File: src/rtl/rsst_pkg.sv
// ----------------------------------------------------------------------------
// rsst_pkg
// Types, constants and handshake structs for the random sample set table.
// ----------------------------------------------------------------------------
package rsst_pkg;

  localparam int CAPACITY = 64;
  localparam int DATA_W   = 32;
  localparam int DRAW_W   = 16;
  localparam int FUNC_W   = 2;
  localparam int STATUS_W = 2;
  localparam int CNT_W    = $clog2(CAPACITY + 1);
  localparam int ADDR_W   = $clog2(CAPACITY);
  localparam int STEP_W   = $clog2(DRAW_W);

  typedef enum logic [FUNC_W-1:0] {
    FUNC_INSERT = 2'd0,
    FUNC_REMOVE = 2'd1,
    FUNC_SAMPLE = 2'd2
  } func_t;

  typedef enum logic [STATUS_W-1:0] {
    ST_DONE  = 2'd0,
    ST_MISS  = 2'd1,
    ST_FULL  = 2'd2,
    ST_EMPTY = 2'd3
  } status_t;

  typedef struct packed {
    logic [FUNC_W-1:0]        func;
    logic signed [DATA_W-1:0] value;
    logic [DRAW_W-1:0]        random_draw;
  } in_t;

  typedef struct packed {
    logic [STATUS_W-1:0]      status;
    logic signed [DATA_W-1:0] sample_value;
    logic [CNT_W-1:0]         member_count;
  } out_t;

  typedef enum logic [2:0] {
    S_IDLE,
    S_DISPATCH,
    S_SCAN,
    S_MOVE_RD,
    S_MOVE_WR,
    S_DIV,
    S_SAMP_RD,
    S_RESP
  } state_t;

  typedef struct packed {
    logic load;
    logic scan_step;
    logic div_step;
    logic move_rd;
    logic move_wr;
    logic samp_rd;
    logic commit;
  } cmd_t;

  typedef struct packed {
    logic [FUNC_W-1:0] func;
    logic              scan_done;
    logic              hit;
    logic              empty;
    logic              div_last;
    logic              out_free;
  } sts_t;

endpackage

File: src/rtl/rsst_ram.sv
// ----------------------------------------------------------------------------
// rsst_ram
// Generic single-write, single-read RAM with registered read data.
// ----------------------------------------------------------------------------
module rsst_ram #(
  parameter int WIDTH = 32,
  parameter int DEPTH = 64
) (
  input  logic                     clk,
  input  logic                     wr_en,
  input  logic [$clog2(DEPTH)-1:0] wr_addr,
  input  logic [WIDTH-1:0]         wr_data,
  input  logic                     rd_en,
  input  logic [$clog2(DEPTH)-1:0] rd_addr,
  output logic [WIDTH-1:0]         rd_data
);

  logic [WIDTH-1:0] mem [DEPTH];

  always_ff @(posedge clk) begin
    if (wr_en) begin
      mem[wr_addr] <= wr_data;
    end
    if (rd_en) begin
      rd_data <= mem[rd_addr];
    end
  end

endmodule

File: src/rtl/rsst_ctrl.sv
// ----------------------------------------------------------------------------
// rsst_ctrl
// Sequencer: steps one item through dispatch, scan, move, remainder, sample read and response.
// ----------------------------------------------------------------------------
module rsst_ctrl (
  input  logic          clk,
  input  logic          rst_n,
  input  logic          in_valid,
  output logic          in_stall,
  input  rsst_pkg::sts_t sts,
  output rsst_pkg::cmd_t cmd
);

  rsst_pkg::state_t state_r, state_nxt;

  always_ff @(posedge clk) begin
    if (!rst_n) begin
      state_r <= rsst_pkg::S_IDLE;
    end else begin
      state_r <= state_nxt;
    end
  end

  always_comb begin
    state_nxt = state_r;
    unique case (state_r)
      rsst_pkg::S_IDLE: begin
        if (in_valid) state_nxt = rsst_pkg::S_DISPATCH;
      end
      rsst_pkg::S_DISPATCH: begin
        unique case (sts.func)
          rsst_pkg::FUNC_INSERT, rsst_pkg::FUNC_REMOVE: state_nxt = rsst_pkg::S_SCAN;
          rsst_pkg::FUNC_SAMPLE: begin
            state_nxt = sts.empty ? rsst_pkg::S_RESP : rsst_pkg::S_DIV;
          end
          default: state_nxt = rsst_pkg::S_RESP;
        endcase
      end
      rsst_pkg::S_SCAN: begin
        if (sts.scan_done) begin
          if (sts.func == rsst_pkg::FUNC_REMOVE && sts.hit) begin
            state_nxt = rsst_pkg::S_MOVE_RD;
          end else begin
            state_nxt = rsst_pkg::S_RESP;
          end
        end
      end
      rsst_pkg::S_MOVE_RD: state_nxt = rsst_pkg::S_MOVE_WR;
      rsst_pkg::S_MOVE_WR: state_nxt = rsst_pkg::S_RESP;
      rsst_pkg::S_DIV: begin
        if (sts.div_last) state_nxt = rsst_pkg::S_SAMP_RD;
      end
      rsst_pkg::S_SAMP_RD: state_nxt = rsst_pkg::S_RESP;
      rsst_pkg::S_RESP: begin
        if (sts.out_free) state_nxt = rsst_pkg::S_IDLE;
      end
      default: state_nxt = rsst_pkg::S_IDLE;
    endcase
  end

  always_comb begin
    cmd      = '0;
    in_stall = 1'b1;
    unique case (state_r)
      rsst_pkg::S_IDLE: begin
        in_stall = 1'b0;
        cmd.load = in_valid;
      end
      rsst_pkg::S_SCAN:    cmd.scan_step = 1'b1;
      rsst_pkg::S_MOVE_RD: cmd.move_rd   = 1'b1;
      rsst_pkg::S_MOVE_WR: cmd.move_wr   = 1'b1;
      rsst_pkg::S_DIV:     cmd.div_step  = 1'b1;
      rsst_pkg::S_SAMP_RD: cmd.samp_rd   = 1'b1;
      rsst_pkg::S_RESP:    cmd.commit    = sts.out_free;
      default: ;
    endcase
  end

endmodule

File: src/rtl/rsst_dp.sv
// ----------------------------------------------------------------------------
// rsst_dp
// Datapath: member store, scan compare, bit-serial remainder, result register.
// ----------------------------------------------------------------------------
module rsst_dp (
  input  logic           clk,
  input  logic           rst_n,
  input  rsst_pkg::in_t  in_data,
  input  rsst_pkg::cmd_t cmd,
  output rsst_pkg::sts_t sts,
  output logic           out_valid,
  output rsst_pkg::out_t out_data,
  input  logic           out_stall
);

  localparam int CNT_W  = rsst_pkg::CNT_W;
  localparam int ADDR_W = rsst_pkg::ADDR_W;
  localparam int DATA_W = rsst_pkg::DATA_W;
  localparam int DRAW_W = rsst_pkg::DRAW_W;
  localparam int STEP_W = rsst_pkg::STEP_W;

  logic [rsst_pkg::FUNC_W-1:0] func_r;
  logic [DATA_W-1:0]           value_r;
  logic [DRAW_W-1:0]           draw_r;
  logic [CNT_W-1:0]            cnt_r, cnt_nxt, commit_cnt;
  logic [CNT_W-1:0]            idx_r;
  logic                        pend_r, pend_nxt;
  logic [ADDR_W-1:0]           slot_pipe_r;
  logic                        hit_r;
  logic [ADDR_W-1:0]           hit_slot_r;
  logic [CNT_W-1:0]            rem_r;
  logic [STEP_W-1:0]           step_r;
  logic                        out_valid_r, out_valid_nxt;
  rsst_pkg::out_t              out_data_r;

  logic                        issue;
  logic                        full, empty;
  logic [CNT_W-1:0]            last_idx;
  logic [CNT_W:0]              trial;
  logic [CNT_W-1:0]            rem_nxt;
  rsst_pkg::status_t           res_status;
  logic [DATA_W-1:0]           res_sample;
  logic                        wr_ins;

  logic                        wr_en, rd_en;
  logic [ADDR_W-1:0]           wr_addr, rd_addr;
  logic [DATA_W-1:0]           wr_data, rd_data;

  assign full     = (cnt_r == CNT_W'(rsst_pkg::CAPACITY));
  assign empty    = (cnt_r == '0);
  assign issue    = cmd.scan_step && (idx_r < cnt_r);
  assign last_idx = cnt_r - CNT_W'(1);

  // restoring remainder step
  assign trial   = {rem_r, draw_r[DRAW_W-1]};
  assign rem_nxt = (trial >= {1'b0, cnt_r}) ? CNT_W'(trial - {1'b0, cnt_r})
                                             : trial[CNT_W-1:0];

  always_comb begin
    res_status = rsst_pkg::ST_DONE;
    res_sample = '0;
    commit_cnt = cnt_r;
    wr_ins     = 1'b0;
    unique case (func_r)
      rsst_pkg::FUNC_INSERT: begin
        if (hit_r) begin
          res_status = rsst_pkg::ST_MISS;
        end else if (full) begin
          res_status = rsst_pkg::ST_FULL;
        end else begin
          wr_ins     = 1'b1;
          commit_cnt = cnt_r + CNT_W'(1);
        end
      end
      rsst_pkg::FUNC_REMOVE: begin
        if (hit_r) begin
          commit_cnt = last_idx;
        end else begin
          res_status = rsst_pkg::ST_MISS;
        end
      end
      rsst_pkg::FUNC_SAMPLE: begin
        if (empty) begin
          res_status = rsst_pkg::ST_EMPTY;
        end else begin
          res_sample = rd_data;
        end
      end
      default: ;
    endcase
  end

  assign cnt_nxt       = cmd.commit ? commit_cnt : cnt_r;
  assign pend_nxt      = cmd.load ? 1'b0 : issue;
  assign out_valid_nxt = cmd.commit || (out_valid_r && out_stall);

  assign wr_en   = cmd.move_wr || (cmd.commit && wr_ins);
  assign wr_addr = cmd.move_wr ? hit_slot_r : cnt_r[ADDR_W-1:0];
  assign wr_data = cmd.move_wr ? rd_data : value_r;

  assign rd_en = issue || cmd.move_rd || cmd.samp_rd;

  always_comb begin
    priority if (cmd.move_rd) begin
      rd_addr = last_idx[ADDR_W-1:0];
    end else if (cmd.samp_rd) begin
      rd_addr = rem_r[ADDR_W-1:0];
    end else begin
      rd_addr = idx_r[ADDR_W-1:0];
    end
  end

  rsst_ram #(
    .WIDTH (DATA_W),
    .DEPTH (rsst_pkg::CAPACITY)
  ) u_ram (
    .clk     (clk),
    .wr_en   (wr_en),
    .wr_addr (wr_addr),
    .wr_data (wr_data),
    .rd_en   (rd_en),
    .rd_addr (rd_addr),
    .rd_data (rd_data)
  );

  always_ff @(posedge clk) begin
    if (!rst_n) begin
      cnt_r       <= '0;
      pend_r      <= 1'b0;
      out_valid_r <= 1'b0;
    end else begin
      cnt_r       <= cnt_nxt;
      pend_r      <= pend_nxt;
      out_valid_r <= out_valid_nxt;
    end
  end

  always_ff @(posedge clk) begin
    if (cmd.load) begin
      func_r  <= in_data.func;
      value_r <= in_data.value;
      draw_r  <= in_data.random_draw;
      idx_r   <= '0;
      hit_r   <= 1'b0;
      rem_r   <= '0;
      step_r  <= '0;
    end else begin
      if (issue) begin
        idx_r       <= idx_r + CNT_W'(1);
        slot_pipe_r <= idx_r[ADDR_W-1:0];
      end
      if (pend_r && (rd_data == value_r)) begin
        hit_r      <= 1'b1;
        hit_slot_r <= slot_pipe_r;
      end
      if (cmd.div_step) begin
        rem_r  <= rem_nxt;
        draw_r <= {draw_r[DRAW_W-2:0], 1'b0};
        step_r <= step_r + STEP_W'(1);
      end
    end
    if (cmd.commit) begin
      out_data_r.status       <= res_status;
      out_data_r.sample_value <= $signed(res_sample);
      out_data_r.member_count <= commit_cnt;
    end
  end

  assign sts.func      = func_r;
  assign sts.scan_done = !(idx_r < cnt_r) && !pend_r;
  assign sts.hit       = hit_r;
  assign sts.empty     = empty;
  assign sts.div_last  = (step_r == STEP_W'(DRAW_W - 1));
  assign sts.out_free  = !out_valid_r || !out_stall;

  assign out_valid = out_valid_r;
  assign out_data  = out_data_r;

endmodule

File: src/rtl/random_sample_set_table_top.sv
// ----------------------------------------------------------------------------
// random_sample_set_table_top
// Set of distinct 32-bit values with insert, remove and random sample.
// ----------------------------------------------------------------------------
// Input beat: func (insert, remove, sample), value, random_draw. Taken when
// in_valid is high and in_stall is low. One result beat per input beat:
// status, sample_value, member_count, presented on out_valid/out_data.
// One item is worked at a time; in_stall is high from acceptance until the
// result is loaded into the output register.
// Insert and remove scan the member store through its single read port, one
// entry a cycle; a remove that hits then moves the last member into the freed
// slot. Sample reduces the draw by a bit-serial remainder unit, one bit a
// cycle, and reads the member at the remainder as the sample.
// An unused func code goes straight to the response with status done.
// A finished result waits in the output register while out_stall is high; the
// block takes the next item meanwhile and holds its own result until the
// register frees up.
// Reset clears the member count and the output valid. The store itself is not
// cleared; no entry at or above the count is ever read.
// ----------------------------------------------------------------------------
module random_sample_set_table_top (
  input  logic           clk,
  input  logic           rst_n,
  input  logic           in_valid,
  output logic           in_stall,
  input  rsst_pkg::in_t  in_data,
  output logic           out_valid,
  input  logic           out_stall,
  output rsst_pkg::out_t out_data
);

  rsst_pkg::cmd_t cmd;
  rsst_pkg::sts_t sts;

  rsst_ctrl u_ctrl (
    .clk      (clk),
    .rst_n    (rst_n),
    .in_valid (in_valid),
    .in_stall (in_stall),
    .sts      (sts),
    .cmd      (cmd)
  );

  rsst_dp u_dp (
    .clk       (clk),
    .rst_n     (rst_n),
    .in_data   (in_data),
    .cmd       (cmd),
    .sts       (sts),
    .out_valid (out_valid),
    .out_data  (out_data),
    .out_stall (out_stall)
  );

endmodule

File: config.mk
export PLATFORM = sky130hd
export DESIGN_NAME = random_sample_set_table_top
export DESIGN_NICKNAME = d
export VERILOG_FILES = /design/src/rtl/rsst_pkg.sv /design/src/rtl/rsst_ram.sv /design/src/rtl/rsst_ctrl.sv /design/src/rtl/rsst_dp.sv /design/src/rtl/random_sample_set_table_top.sv
export SDC_FILE = /design/constraint.sdc
export NUM_CORES = 2
export LEC_CHECK = 0
export ABC_AREA = 0
export BUFFER_PORTS_ARGS = -buffer_cell sky130_fd_sc_hd__buf_2
export CORE_AREA = 2 2 274 479
export CTS_CLUSTER_SIZE = 25
export DETAILED_ROUTE_END_ITERATION = 10
export DIE_AREA = 0 0 276 481
export PLACE_DENSITY = 0.83
export SETUP_SLACK_MARGIN = 0.02
export SLEW_MARGIN = 20
export SYNTH_ARGS = -nofsm -noshare
export SYNTH_HDL_FRONTEND = slang
export SYNTH_HIERARCHICAL = 1
export SYNTH_SLANG_ARGS = --single-unit
File: constraint.sdc
create_clock -name clk -period 10.49 [get_ports clk]
set_input_delay 2.098 -clock clk [delete_from_list [all_inputs] [get_ports clk]]
set_output_delay 2.098 -clock clk [all_outputs]
set_load 0.1 [all_outputs]
==> metrics.txt <==
violations in the final reports DRC; Detailed Place HPWL between 100000 and 150000 um; final-report max-slew violation count 0; non-filler cells, final slightly below 6000; Crit Path Class flop to flop; DR WL/cell roughly 42 um; CP Capture Type flop; drt pass-1 iters 11; Final Hold Fails 0; setup ws final approximately 4500 ps; setup bufs post-CTS 0; Worst Hold Class flop to flop; Peak VDD IR between 200 and 300 uV; Mapped Area between 80000 and 90000 um2; slew of the pin with the lowest slew margin roughly 1300 ps; Initial Utilization 0.663; initial DRC count approximately 8000; RSZ-0062 raised after global routing no; # IOs 97; most common cell after layout, fill and taps aside edfxtp_1; Port Buffer Count 96; setup_tns 0 ps; placed inst area ~90000 um2; syn nets 3981; critical path arrival between 6000 and 7000 ps; max-cap violations 0; Warnings, synthesis 6; static leakage roughly 29 nW; skew final 41.7 ps; Root Buffer clkbuf_16; largest net degree at the start of global routing approximately 110; antenna violations before repair 13; final wirelength roughly 250000 um; DIE AREA about 130000 um2; total CTS buffers ~180; clk slew on worst S/H paths approximately 70 ps; post-layout min period ~6000 ps; DR vias/cell between 7 and 8; CORE AREA 129000 um2; Hold Buf Count CTS 0; # DRC 42; vias in the first global route approximately 46000; Netlist cell types around 80; vias post-DR 45400; most frequent cells in the layout 2183 x edfxtp_1, 544 x mux4_2, 181 x clkbuf_16, 108 x nor2_1, 105 x buf_4; CP max FO 50; TritonCTS clock tree yes; pre-CTS setup slack between 4000 and 5000 ps; Util after Layout 0.737; outcome finished with violations; Post-synth EDFFs around 2200; CTS Sinks 2214; critical path launch point type flop; Relative slew margins 0.150; deepest clock path buffer count 3; Yosys reg bits roughly 2200; Area growth, synth to finish 11.1%; nets@finish about 4200; DP Cell Count 5596; fillcell total between 6000 and 7000; antenna-violating nets left 0; grt ovf 0; Core Rows 175; Max Freq roughly 170 MHz; final RePlAce weighted congestion a little over 0.9; Skew-Pair Late Insertion Delay approximately 830 ps; Final Cell Area 95200 um2; Final period util 0.574; Setup-failing EPs final 0; Post-Syn Area per Cell around 22 um2; share of layout cells above drive strength 1 0.276; die width ~280 um; Fin Hold WS around 430 ps; total power divided by cell area ~260 nW/um2; first-pass GRT wire length around 340000 um; total power around 25 mW; Seq/Total Area, Yosys 0.772; Critical Path RT between 10000 and 15000 ps; Async SR Flop Fraction 0; H-tree depth 4; Total GRT Usage 0.364; Top FF cell, synth edfxtp_1; Die Y approximately 480 um; post-CTS sizing 0; Cells after Synth between 3000 and 4000
==> state kept, by name, summed over array words and instances (netlist names), 2 cells and up <==
| signal | flops |
|---|---|
| u_ctrl/state_r | 3 |
| u_dp/cnt_r | 7 |
| u_dp/draw_r | 16 |
| u_dp/func_r | 2 |
| u_dp/hit_slot_r | 6 |
| u_dp/idx_r | 7 |
| u_dp/out_data | 41 |
| u_dp/rem_r | 7 |
| u_dp/slot_pipe_r | 6 |
| u_dp/step_r | 4 |
| u_dp/u_ram/mem | 2048 |
| u_dp/u_ram/rd_data | 32 |
| u_dp/value_r | 32 |
==> power breakdown <==
part	total (mW)	internal, mW	switching (mW)
clock network	6.91	3.68	3.22
logic	7.08	2.55	4.53
registers	11.1	10.9	0.221
==> metal layers <==
| layer | routed length (um) | GRT usage | share of wire |
|---|---|---|---|
| met1 | 69100 | 0.413 | 0.28 |
| met3 | 29400 | 0.0783 | 0.12 |
| met5 | 102 | 0 | 0.00041 |
| met2 | 123000 | 0.611 | 0.50 |
| met4 | 25600 | 0.275 | 0.10 |
==> kinds of logic (layout without fill, tap and decap cells) <==
family	count (synthesis)	after routing	synth area share
buf+inv	229	581	0.0130
compound gates	298	298	0.0226
flops	2214	2214	0.772
xor+xnor	46	46	0.00470
mux	696	696	0.162
fa+ha+maj	19	19	0.00286
simple gates	406	406	0.0229
other cells	0	3	0
==> layout make-up <==
type / count / area (um2) / share of cell area
clock inverter: 117 / 1160 / 0.0122
clock buffer: 211 / 4650 / 0.0489
antenna: 3 / 7.51 / 0.0000789
multi-input combinational: 1465 / 19000 / 0.199
inverter: 21 / 81.3 / 0.000855
tap: 1681 / 2100 / 0.0221
sequential: 2214 / 66200 / 0.695
timing repair buffer: 232 / 2010 / 0.0211
==> worst paths after layout <==
check,start,slack (ps),cells after the start,end
hold / removal,u_dp/slot_pipe_r[5],430,0,u_dp/hit_slot_r[5]
hold reg to reg,u_dp/slot_pipe_r[5],430,0,u_dp/hit_slot_r[5]
setup / recovery,u_ctrl/state_r[2],4470,10,u_dp/u_ram/rd_data[10]
setup reg to reg,u_ctrl/state_r[2],4470,10,u_dp/u_ram/rd_data[10]
==> synth_stat cells, types with 5 or more instances <==
master / n / area (um2)
a211oi_1: 7 / 52.6
buf_6: 8 / 90.1
buf_4: 27 / 203
edfxtp_1: 2183 / 65600
mux2i_1: 104 / 1040
buf_1: 26 / 97.6
xnor2_1: 35 / 307
mux2_2: 47 / 529
a311oi_1: 8 / 70.1
nand2b_1: 15 / 93.8
ha_1: 18 / 225
nand3_1: 16 / 80.1
nor2b_1: 23 / 144
o32ai_1: 5 / 43.8
o21ai_0: 16 / 80.1
nand4_1: 17 / 106
o221ai_1: 28 / 245
buf_2: 62 / 310
dfxtp_1: 31 / 621
mux4_2: 544 / 12300
inv_1: 17 / 63.8
xor2_1: 11 / 96.3
and3_1: 8 / 50.1
and2_1: 35 / 219
o31ai_1: 5 / 37.5
a31oi_1: 6 / 37.5
a22oi_1: 12 / 90.1
o22ai_1: 85 / 532
nand2_1: 64 / 240
nand3b_1: 7 / 52.6
nor3_1: 16 / 80.1
a21oi_1: 83 / 415
nor2_1: 172 / 646
clkbuf_1: 84 / 315
or3_1: 8 / 50.1
o21ai_1: 14 / 70.1
==> critical path, cell delays in order (launching register included) <==
cell and delay [ps]:
dfxtp_1 580, nand2_1 200, nor2_1 680, a211oi_1 270, a21oi_4 470, buf_4 690
buf_4 910, mux4_2 660, mux4_2 530, o22ai_1 440, nor2_1 190
Note: power is estimated with default switching activity, not from simulation.
